## src/rtl/sks_pkg.sv

```systemverilog
// ----------------------------------------------------------------------------
// sks_pkg
// Shared types, sizes and the sequencer program of the descending key sorter.
// ----------------------------------------------------------------------------
package sks_pkg;

   localparam int MAX_ITEMS = 64;
   localparam int KEY_W     = 63;
   localparam int IDX_W     = $clog2(MAX_ITEMS);
   localparam int CNT_W     = $clog2(MAX_ITEMS + 1);
   localparam int STEP_W    = 4;
   localparam int IN_TDATA_W  = ((KEY_W + 7) / 8) * 8;
   localparam int OUT_TDATA_W = ((KEY_W + IDX_W + 7) / 8) * 8;

   typedef struct packed {
      logic [KEY_W-1:0] key;
      logic [IDX_W-1:0] idx;
   } entry_type;

   // read address select
   localparam logic [1:0] RD_NONE = 2'd0;
   localparam logic [1:0] RD_I    = 2'd1;
   localparam logic [1:0] RD_I1   = 2'd2;
   localparam logic [1:0] RD_NEXT = 2'd3;

   // write select
   localparam logic [1:0] WR_NONE = 2'd0;
   localparam logic [1:0] WR_LOAD = 2'd1;
   localparam logic [1:0] WR_CUR  = 2'd2;  // current entry to best position
   localparam logic [1:0] WR_BEST = 2'd3;  // best entry to position i

   // branch conditions
   localparam logic [2:0] C_ALWAYS    = 3'd0;
   localparam logic [2:0] C_LOAD_DONE = 3'd1;
   localparam logic [2:0] C_PASS_END  = 3'd2;
   localparam logic [2:0] C_SCAN_MORE = 3'd3;
   localparam logic [2:0] C_OUT_BUSY  = 3'd4;
   localparam logic [2:0] C_EMIT_MORE = 3'd5;

   // program steps
   localparam logic [STEP_W-1:0] S_LOAD      = 4'd0;
   localparam logic [STEP_W-1:0] S_PASS      = 4'd1;
   localparam logic [STEP_W-1:0] S_SEED      = 4'd2;
   localparam logic [STEP_W-1:0] S_SCAN      = 4'd3;
   localparam logic [STEP_W-1:0] S_SWAP_A    = 4'd4;
   localparam logic [STEP_W-1:0] S_SWAP_B    = 4'd5;
   localparam logic [STEP_W-1:0] S_EMIT_INIT = 4'd6;
   localparam logic [STEP_W-1:0] S_EMIT_RD   = 4'd7;
   localparam logic [STEP_W-1:0] S_EMIT_WR   = 4'd8;
   localparam logic [STEP_W-1:0] S_EMIT_NXT  = 4'd9;

   typedef struct packed {
      logic [1:0]        rd_sel;
      logic [1:0]        wr_sel;
      logic              load;     // input ready
      logic              seed;     // best/cur <= read word
      logic              cmp;      // keep strictly greater key
      logic              inc_i;
      logic              clr_i;
      logic              emit;
      logic              clr_cnt;
      logic [2:0]        cond;
      logic [STEP_W-1:0] t_true;
      logic [STEP_W-1:0] t_false;
   } ctl_type;

   function automatic ctl_type ucode(input logic [STEP_W-1:0] step);
      ctl_type w;
      w = '0;
      w.cond = C_ALWAYS;
      w.t_true = S_LOAD;
      w.t_false = S_LOAD;
      case (step)
         S_LOAD: begin
            w.load = 1'b1; w.wr_sel = WR_LOAD; w.clr_i = 1'b1;
            w.cond = C_LOAD_DONE; w.t_true = S_PASS; w.t_false = S_LOAD;
         end
         S_PASS: begin
            w.rd_sel = RD_I;
            w.cond = C_PASS_END; w.t_true = S_EMIT_INIT; w.t_false = S_SEED;
         end
         S_SEED: begin
            w.seed = 1'b1; w.rd_sel = RD_I1;
            w.t_true = S_SCAN;
         end
         S_SCAN: begin
            w.cmp = 1'b1; w.rd_sel = RD_NEXT;
            w.cond = C_SCAN_MORE; w.t_true = S_SCAN; w.t_false = S_SWAP_A;
         end
         S_SWAP_A: begin
            w.wr_sel = WR_CUR; w.t_true = S_SWAP_B;
         end
         S_SWAP_B: begin
            w.wr_sel = WR_BEST; w.inc_i = 1'b1; w.t_true = S_PASS;
         end
         S_EMIT_INIT: begin
            w.clr_i = 1'b1; w.t_true = S_EMIT_RD;
         end
         S_EMIT_RD: begin
            w.rd_sel = RD_I; w.t_true = S_EMIT_WR;
         end
         S_EMIT_WR: begin
            w.emit = 1'b1;
            w.cond = C_OUT_BUSY; w.t_true = S_EMIT_WR; w.t_false = S_EMIT_NXT;
         end
         S_EMIT_NXT: begin
            w.cond = C_EMIT_MORE; w.t_true = S_EMIT_RD; w.t_false = S_LOAD;
            w.clr_cnt = 1'b1;
         end
         default: begin
            w.t_true = S_LOAD;
         end
      endcase
      return w;
   endfunction

endpackage

```

## src/rtl/sks_store.sv

```systemverilog
// ----------------------------------------------------------------------------
// sks_store
// Entry memory: key plus load index, one write and one registered read port.
// ----------------------------------------------------------------------------
module sks_store
   import sks_pkg::*;
(
   input  logic             clock,
   input  logic             wr_en,
   input  logic [IDX_W-1:0] wr_addr,
   input  entry_type        wr_data,
   input  logic [IDX_W-1:0] rd_addr,
   output entry_type        rd_data
);

   entry_type mem [MAX_ITEMS];
   entry_type rd_data_ff;

   always_ff @(posedge clock) begin
      if (wr_en) begin
         mem[wr_addr] <= wr_data;
      end
   end

   always_ff @(posedge clock) begin
      rd_data_ff <= mem[rd_addr];
   end

   assign rd_data = rd_data_ff;

endmodule

```

## config.mk

```make
export PLATFORM = sky130hd
export DESIGN_NAME = sks_store
export DESIGN_NICKNAME = d
export VERILOG_FILES = /design/src/rtl/sks_pkg.sv /design/src/rtl/sks_store.sv
export SDC_FILE = /design/constraint.sdc
export NUM_CORES = 2
export LEC_CHECK = 0
export ABC_CLOCK_PERIOD_IN_PS = 10050
export BUFFER_PORTS_ARGS = -buffer_cell sky130_fd_sc_hd__clkbuf_2
export CAP_MARGIN = 15
export CORE_UTILIZATION = 55
export CTS_CLUSTER_DIAMETER = 50
export DETAILED_ROUTE_END_ITERATION = 16
export GPL_TIMING_DRIVEN = 0
export MAX_ROUTING_LAYER = met4
export PLACE_DENSITY = 0.71
export SYNTH_ARGS = -nofsm -noshare
export SYNTH_HDL_FRONTEND = slang
export SYNTH_MEMORY_MAX_BITS = 65536
export SYNTH_SLANG_ARGS = --single-unit
```

## constraint.sdc

```tcl
create_clock -name clock -period 10.05 [get_ports clock]
set_clock_uncertainty 0.2 [all_clocks]
set_input_delay 0.5025 -clock clock [delete_from_list [all_inputs] [get_ports clock]]
set_output_delay 0.5025 -clock clock [all_outputs]
set_load 0.05 [all_outputs]
```

# Yosys cells after proc, flatten, opt, wreduce, memory -nomap -nowiden
# Memory sizes are Yosys's and may differ from the RTL's. A register that Yosys moved wholly into a read port is not among the register bits.
# Cells that the tools add are included.
dict set report word_totals {
  output_inout_bits 69
  reg_bits 0
  wordCells 3
  ramBits 4416
  inputBits 83
  n_memories 1
}
dict set report op_classes {
  n_mux 2
}
# memory depth width read_ports rd_clocked_by_memory_dff write_ports line_no
set mem_list {}
lappend mem_list {mem 64 69 1 1 1 sks_store.sv:16} ;# entry_type mem [MAX_ITEMS];
# op count
set op_table {}
lappend op_table {{$mux 1} 2}

# Depth between registers and ports, before layout
dict set report logic_depth {
  depth_word 2
  mapped_depth 9
  mapped_depth_nobuf 4
}

# Least setup slack after synthesis
# No wires, ideal clock.
dict set report synth_timing {
  kind {input-to-reg}
  from {in wr_addr[3]}
  to {mem mem[48][0] (netlist bit) (enable)}
  path_stages 4
  t_arrival_ps 5710
  required_ps 9269
  path_buffers 1
  setup_ps 581
  path_slack_ps 3560
  path_cell_list {clkbuf_1 nor2b_1 nand4b_1 nor3_1}
}
# item line_no
set synth_rtl {}
lappend synth_rtl {{start: declaration} sks_store.sv:10} ;# input logic [IDX_W-1:0] wr_addr,
lappend synth_rtl {{end: declaration} sks_store.sv:16}
# Straight into the memory's write port.

==> results.yml <==
synth:
  synthCells: 7005
  synthDistinctLibCells: 28
  syn_nets: 7088
  avgSynthCellArea_um2: 24.0
  synth_top_area_share_pct: 79.0
  ys_seq_area_share_pct: 79.8
  ys_top_cells_by_area: "edfxtp_1, mux4_2, a22oi_1"
  synth_ff_type: "edfxtp_1"
  synthesis.area_um2: 168000
  ys_ff_latch: 4485
  synth_top_cell_by_area: "edfxtp_1"
  synth_enable_flop_cells: 4416
  yosys_warnings: 0
  synth-async-reset-ratio_pct: 0
clock_tree:
  cts_tree: "built"
  clock_latency_ps: 1020
  ctsResizeCount: 0
  clk_root_buffer_cell: "clkbuf_16"
  clk_pin_slew_ps: 60
  cts_buffers: 453
  ctsHoldBuffers: 11
  cts_setup_buffers: 0
  clockBufferDepth: 4
  htreeDepth: 5
  cts.sinks: 4485
cells_and_area:
  syn_to_final_growth_pct: 17.6
  multi_input_area_um2: 32500
  layout.nets: 8088
  stdcell_count: 12500
  layout-drive-gt1-share_pct: 31.1
  fin_area_um2: 197000
  regArea_um2: 134000
  layout_commonest_cell: "edfxtp_1"
  nFillCells: 18600
  mostFrequentLayoutCells: "edfxtp_1, mux4_2, clkbuf_16"
timing:
  finalSetupTns_ps: 0
  final_max_slew_viol_count: 0
  rsz0062_at_grt: "false"
  hold_viol_final: 0
  worstMarginPinSlew_ps: 1340
  min_period_ps: 3960
  setup_viol: 0
  finalWorstSetupSlack_ps: 6090
  fin_crit_sh_pct: 39.4
  maxSlewHeadroom_pct: 10.7
  hold_slack_ps: 82.4
  fmax_mhz: 253
floorplanning:
  ioPinCount: 152
  core_um2: 303000
  die_h_um: 555
  die_x_um: 555
  dieArea_um2: 308000
  rows: 202
  start_util_pct: 55.4
placed_design:
  io_buffers: 144
  dpl_cell_area_um2: 180000
  preCtsSetupSlack_ps: 5330
  gp_congestion: 0.840
  hpwl_mm: 354
  place_inst: 11400
run:
  drv_cap: 0
critical_path:
  startpoint_type: "input port"
  worst-endpoint-arrival_ps: 4620
  required_ps: 10710
  worst-path-max-fanout: 20
  end_kind: "flop"
  criticalPathCategory: "input port to flop"
status:
  outcome: "finished, final reports clean"
global_route:
  grtUsageTotal_pct: 36.5
  antenna_found_initial: 52
  grt_pass1_vias: 87200
  grt_overflow: 0
  grt_pass1_wl_mm: 727
  grt_max_degree: 65
detailed_routing:
  via_per_inst: 7.20
  drt_iter0_drc: 15800
  ant_nets: 0
  num_vias: 89900
  routed_wl_mm: 545
  dr.pass1.iters: 6
  drc: 0
  wl_per_cell_um: 43.6
power:
  peakVddDrop_uv: 160
  leakagePower_nw: 62.3
  powerDensity_nw_per_um2: 205
min_path:
  min_path_type: "input port to flop"
-- synth_stat cells (8+ instances only) --
cell and instances:
buf_1 22, o211a_1 69, clkbuf_1 143, mux4_2 1104, nand2b_1 9, nor2_1 117
nand3_1 121, nand3b_1 27, nand2_1 8, buf_4 42, edfxtp_1 4416, nor2b_1 9
a211oi_1 69, mux2i_1 105, o221ai_1 51, buf_2 191, o22ai_1 138, a22oi_1 276
dfxtp_1 69
-- sequential cells by signal, summed over array words and instances (netlist names) --
signal	cells
mem	4416
rd_data	69
-- layout make-up --
class | count | share of cell area [%]
diodes | 108 | 0.137
plain buffers | 400 | 0.983
clock buffers | 571 | 6.11
clock inverters | 274 | 1.70
multi-input cells | 2120 | 16.5
flip-flops and latches | 4485 | 67.9
well taps | 3978 | 2.52
repair buffers | 545 | 4.25
-- metal layers --
layer | up-vias | wire length, µm | global-route usage, %
met4 | 0 | 40300 | 22.6
met3 | 1817 | 83000 | 12.3
met5 | - | 0 | -
met1 | 46900 | 174000 | 44.3
met2 | 8501 | 247000 | 52.9
li1 | 32700 | - | -
-- worst max-delay path: stages --
cell and delay (ps):
buf_2 260, buf_4 230, buf_2 910, buf_1 970
mux4_2 440, a22oi_1 220, nand3b_1 650, o211a_1 390
-- metrics by stage --
stage	utilization [%]	total power, mW
finish	65.1	40.5
global route	65.1	41.2
CTS	64.6	40.3
detailed placement	59.5	23.3
global placement	57.2	23.2
floorplan	-	22.2
-- path summary, 6_finish.rpt --
kind	startpoint	endpoint	slack [ps]	cells past startpoint
setup / recovery	rd_addr[1]	rd_data[17]	6090	8
hold / removal	wr_data[60]	mem[54][60]	80	1
setup reg to reg	mem[35][33]	rd_data[33]	7520	4
hold reg to reg	mem[23][25]	rd_data[25]	690	4
-- where the power goes --
group          internal [mW]  switching, mW
Sequential              20.7         0.0435
Clock                   9.99           7.41
Combinational          0.729           1.59
-- cell families after synthesis --
kind of cell | count (synthesis) | synth area share, %
AOI/OAI and AO/OA | 603 | 2.73
buffers and inverters | 400 | 1.14
DFF | 4485 | 79.8
muxes | 1209 | 15.4
and+or+nand+nor | 308 | 0.897
Power figures use the tool's default switching activity.
